`config.mk`:
```
export PLATFORM = sky130hd
export DESIGN_NAME = ple_ctrl
export DESIGN_NICKNAME = d
export VERILOG_FILES = /design/src/hdl/ple_pkg.sv /design/src/hdl/ple_ctrl.sv
export SDC_FILE = /design/constraint.sdc
export NUM_CORES = 1
export LEC_CHECK = 0
export BUFFER_PORTS_ARGS = -buffer_cell sky130_fd_sc_hd__buf_2
export CAP_MARGIN = 20
export CORE_MARGIN = 2
export CORE_UTILIZATION = 25
export CTS_CLUSTER_SIZE = 12
export DETAILED_ROUTE_END_ITERATION = 10
export PLACE_DENSITY = 0.45
export SYNTH_ARGS = -nofsm -noshare
export SYNTH_HDL_FRONTEND = slang
export SYNTH_SLANG_ARGS = --single-unit
```
`constraint.sdc`:
```
create_clock -name clock -period 1.5 [get_ports clock]
set_input_delay 0.15 -clock clock [delete_from_list [all_inputs] [get_ports clock]]
set_output_delay 0.15 -clock clock [all_outputs]
set_load 0.01 [all_outputs]
```
`src/hdl/ple_pkg.sv`:
```
// ----------------------------------------------------------------------------
// ple_pkg: shared types and constants of the pooled linked list engine
// Operation codes, cursor positions, status codes, controller states and the
// command and status groups between controller and datapath.
// ----------------------------------------------------------------------------
package ple_pkg;

   localparam int DEF_LIST_HEADS = 16;
   localparam int DEF_NODE_POOL  = 256;
   localparam int DEF_ITEM_BITS  = 32;

   typedef enum logic [3:0] {
      FN_CREATE  = 4'd0,
      FN_COUNT   = 4'd1,
      FN_FIRST   = 4'd2,
      FN_LAST    = 4'd3,
      FN_NEXT    = 4'd4,
      FN_PREV    = 4'd5,
      FN_CURRENT = 4'd6,
      FN_ADD     = 4'd7,
      FN_INSERT  = 4'd8,
      FN_APPEND  = 4'd9,
      FN_PREPEND = 4'd10,
      FN_REMOVE  = 4'd11,
      FN_TRIM    = 4'd12,
      FN_CONCAT  = 4'd13,
      FN_FREE    = 4'd14
   } func_type;

   typedef enum logic [1:0] {
      POS_ON     = 2'd0,
      POS_BEFORE = 2'd1,
      POS_PAST   = 2'd2
   } pos_type;

   typedef enum logic [1:0] {
      STS_OK         = 2'd0,
      STS_NODE_EMPTY = 2'd1,
      STS_LIST_EMPTY = 2'd2,
      STS_NOT_USED   = 2'd3
   } sts_type;

   typedef enum logic [3:0] {
      S_CLEAR,
      S_IDLE,
      S_LOAD,
      S_LOAD2,
      S_READ1,
      S_READ2,
      S_WRITE1,
      S_WRITE2,
      S_STORE
   } state_type;

   typedef struct packed {
      logic clear;
      logic accept;
      logic load;
      logic load2;
      logic read1;
      logic read2;
      logic write1;
      logic write2;
      logic store;
   } cmd_type;

   typedef struct packed {
      logic clear_done;
      logic is_concat;
      logic rsp_free;
   } stat_type;

endpackage

```
`src/hdl/ple_ctrl.sv`:
```
// ----------------------------------------------------------------------------
// ple_ctrl: operation sequencer
// Walks the clearing pass after reset and each transaction's phase sequence,
// issuing one phase strobe per cycle to the datapath while store is not held.
// ----------------------------------------------------------------------------
module ple_ctrl
   import ple_pkg::*;
(
   input  logic     clock,
   input  logic     reset,
   input  logic     req_valid,
   output logic     req_ready,
   input  stat_type stat,
   output cmd_type  cmd
);

   state_type state_ff, state_in;

   always_ff @(posedge clock) begin
      if (reset) begin
         state_ff <= S_CLEAR;
      end else begin
         state_ff <= state_in;
      end
   end

   always_comb begin
      state_in  = state_ff;
      cmd       = '0;
      req_ready = 1'b0;
      case (state_ff)
         S_CLEAR: begin
            cmd.clear = 1'b1;
            if (stat.clear_done) state_in = S_IDLE;
         end
         S_IDLE: begin
            req_ready = 1'b1;
            if (req_valid) begin
               cmd.accept = 1'b1;
               state_in   = S_LOAD;
            end
         end
         S_LOAD: begin
            cmd.load = 1'b1;
            state_in = stat.is_concat ? S_LOAD2 : S_READ1;
         end
         S_LOAD2: begin
            cmd.load2 = 1'b1;
            state_in  = S_READ1;
         end
         S_READ1: begin
            cmd.read1 = 1'b1;
            state_in  = S_READ2;
         end
         S_READ2: begin
            cmd.read2 = 1'b1;
            state_in  = S_WRITE1;
         end
         S_WRITE1: begin
            cmd.write1 = 1'b1;
            state_in   = S_WRITE2;
         end
         S_WRITE2: begin
            cmd.write2 = 1'b1;
            state_in   = S_STORE;
         end
         S_STORE: begin
            if (stat.rsp_free) begin
               cmd.store = 1'b1;
               state_in  = S_IDLE;
            end
         end
         default: begin
            state_in = S_IDLE;
         end
      endcase
   end

   a_clear_leads_idle: assert property (@(posedge clock) disable iff (reset)
      (state_ff == S_CLEAR && stat.clear_done) |=> state_ff == S_IDLE)
      else $error("clearing pass did not end in idle");

   a_store_leads_idle: assert property (@(posedge clock) disable iff (reset)
      cmd.store |=> (state_ff == S_IDLE))
      else $error("store phase not followed by idle");

   a_load2_only_concat: assert property (@(posedge clock) disable iff (reset)
      (state_ff == S_LOAD2) |-> $past(stat.is_concat))
      else $error("second head loaded for a non concat transaction");

endmodule

```
==> flow_summary.ini <==
[timing]
rsz0062_at_grt = false
finalCritPeriodShare = 0.898
setup_violations = 0
hold_violations = 0
setup_ws_ns = 0.153
finalMaxSlewViolations = 0
skew_ns = 0.000201
slew_headroom = 0.837
worstMarginPinSlew_ns = 0.243
min_period_ns = 1.35
holdWs_ns = 0.124
tns_ns = 0
max_freq_mhz = 742

[cts]
numCtsBuffers = 3
cts-root-buf = clkbuf_4
htree_levels = 1
post_cts_buffers = 0
cts.clk_slew.worst_paths_ns = 0.04
cts_sinks = 4
cts_tree = yes
clock_path_buffers = 2
cts_hold_buf = 0
clk_latency_ns = 0.23

[placed_design]
dp_hpwl_um = 576
port_buffers = 15
gp_congestion = 0.677
pre_cts_ws_ns = 0.226

[final_layout]
largest_register = state_ff
final_cell_mix = buf_2, nor3_1, nand2b_1, dfxtp_2
layout_commonest_cell = buf_2
syn_to_final_growth_pct = 32.4
antennaDiodeCount = 0
largest_register_ff_count = 4
drive_above_1_share = 0.552
top_regs = state_ff x4
nets = 66
fin_util = 0.354

[worst_setup_path]
crit_required_ns = 1.35
cp-start-kind = register
critPathCaptureType = primary output
cp_max_fo = 14
path_class = register to primary output
crit_arrival_ns = 1.20

[grt]
grt_pass1_vias = 289
antenna_found_initial = 0
grt_pass1_wl_um = 1240
grt_max_degree = 15
overflow = 0
track_usage = 0.118

[die]
die_y_um = 41.3
row_count = 13
die_x_um = 41.3
start_util = 0.267
io_pins = 16
placeableCoreArea_sq_um = 1300
dieArea_sq_um = 1710

[yosys]
syn-cell-area_sq_um = 348
syn_nets = 47
ys_types = 23
syn_inst = 41
ys_ff_latch = 4
syn_avg_cell_area_sq_um = 8.48
seq_area_frac_synth = 0.230
ys_warn_count = 0

[power_and_ir_drop]
power_leakage_nw = 0.207
power_density_nw_per_um2 = 787
total_power_mw = 0.362
peakVddDrop_mv = 0.275

[route]
wl_um = 785
vias = 348
viasPerCell = 4.77
drtIter0Drc = 0
drc = 0
firstDrtPassIters = 1
postRouteAntennaNets = 0
wire_per_inst_um = 10.8

[flow_run]
drv_cap = 0

[worst_hold_path]
min_path_type = input pin to register

[run_status]
status = finished clean
-- worst max-delay path, stage by stage, from the launching register on --
cell,delay [ns]
dfxtp_2,0.47
nand2b_1,0.12
nor3_2,0.12
and2_1,0.13
buf_2,0.12
-- stage by stage --
stage	instance area, sq um	instances
global route	460	73
CTS	457	73
detailed placement	433	70
global placement	433	70
floorplan	348	41
finish	460	73
-- power by group --
group,total (mW),internal (mW),switching (mW),leakage (nW)
Combinational,0.0901,0.0493,0.0408,0.159
Clock,0.135,0.0896,0.0450,0.0138
Sequential,0.138,0.115,0.0224,0.0343
Total,0.362,0.254,0.108,0.207
-- Yosys cell counts (all sizes together) --
library cell | count | share of area
nor2 | 3 | 0.040
o21ba | 1 | 0.029
and2 | 1 | 0.018
and3 | 1 | 0.018
o21ai | 1 | 0.014
nor4 | 4 | 0.090
nand2 | 1 | 0.011
nor3 | 7 | 0.12
mux2 | 1 | 0.043
nand2b | 5 | 0.11
o21a | 2 | 0.043
o22ai | 1 | 0.018
dfxtp | 4 | 0.23
nor4b | 1 | 0.043
buf | 4 | 0.090
mux2i | 2 | 0.058
a21oi | 2 | 0.029
-- kinds of logic (layout without fill, tap and decap cells) --
group,after synthesis,count (layout),share of synthesized area
buffers and inverters,4,21,0.0899
muxes,3,3,0.101
AOI/OAI and AO/OA,7,7,0.133
and+or+nand+nor,23,23,0.446
DFF,4,4,0.230
-- timing repair --
item | 4_1_cts | 5_1_grt
gates cloned | 0 | 0
hold endpoints to repair | 0 | 0
endpoints found under the setup margin | 1 | 7
gates resized for setup | 1 | 3
-- layout make-up --
| type | instances | area (sq um) |
|---|---|---|
| well taps | 15 | 18.8 |
| multi-input cells | 33 | 236 |
| fillers | 141 | 841 |
| repair buffers | 18 | 97.6 |
| clock buffers | 3 | 22.5 |
| flip-flops and latches | 4 | 85.1 |
-- routing by layer --
| metal | global-route usage | wire length [um] | vias to the layer above |
|---|---|---|---|
| met2 | 0.180 | 348 | 11 |
| met3 | 0.0638 | 58 | 0 |
| met4 | 0.0484 | 0 | 0 |
| li1 | - | - | 187 |
| met5 | 0 | 0 | - |
| met1 | 0.135 | 379 | 150 |
-- worst paths after layout --
kind / depth (start not counted) / endpoint / from / slack (ns)
setup / recovery: 4 / cmd[7] / state_ff[0] / 0.15
hold / removal: 2 / state_ff[1] / reset / 0.12
setup reg to reg: 3 / state_ff[0] / state_ff[3] / 0.39
hold reg to reg: 2 / state_ff[2] / state_ff[1] / 0.63
Note: power is estimated with default switching activity, not from simulation.
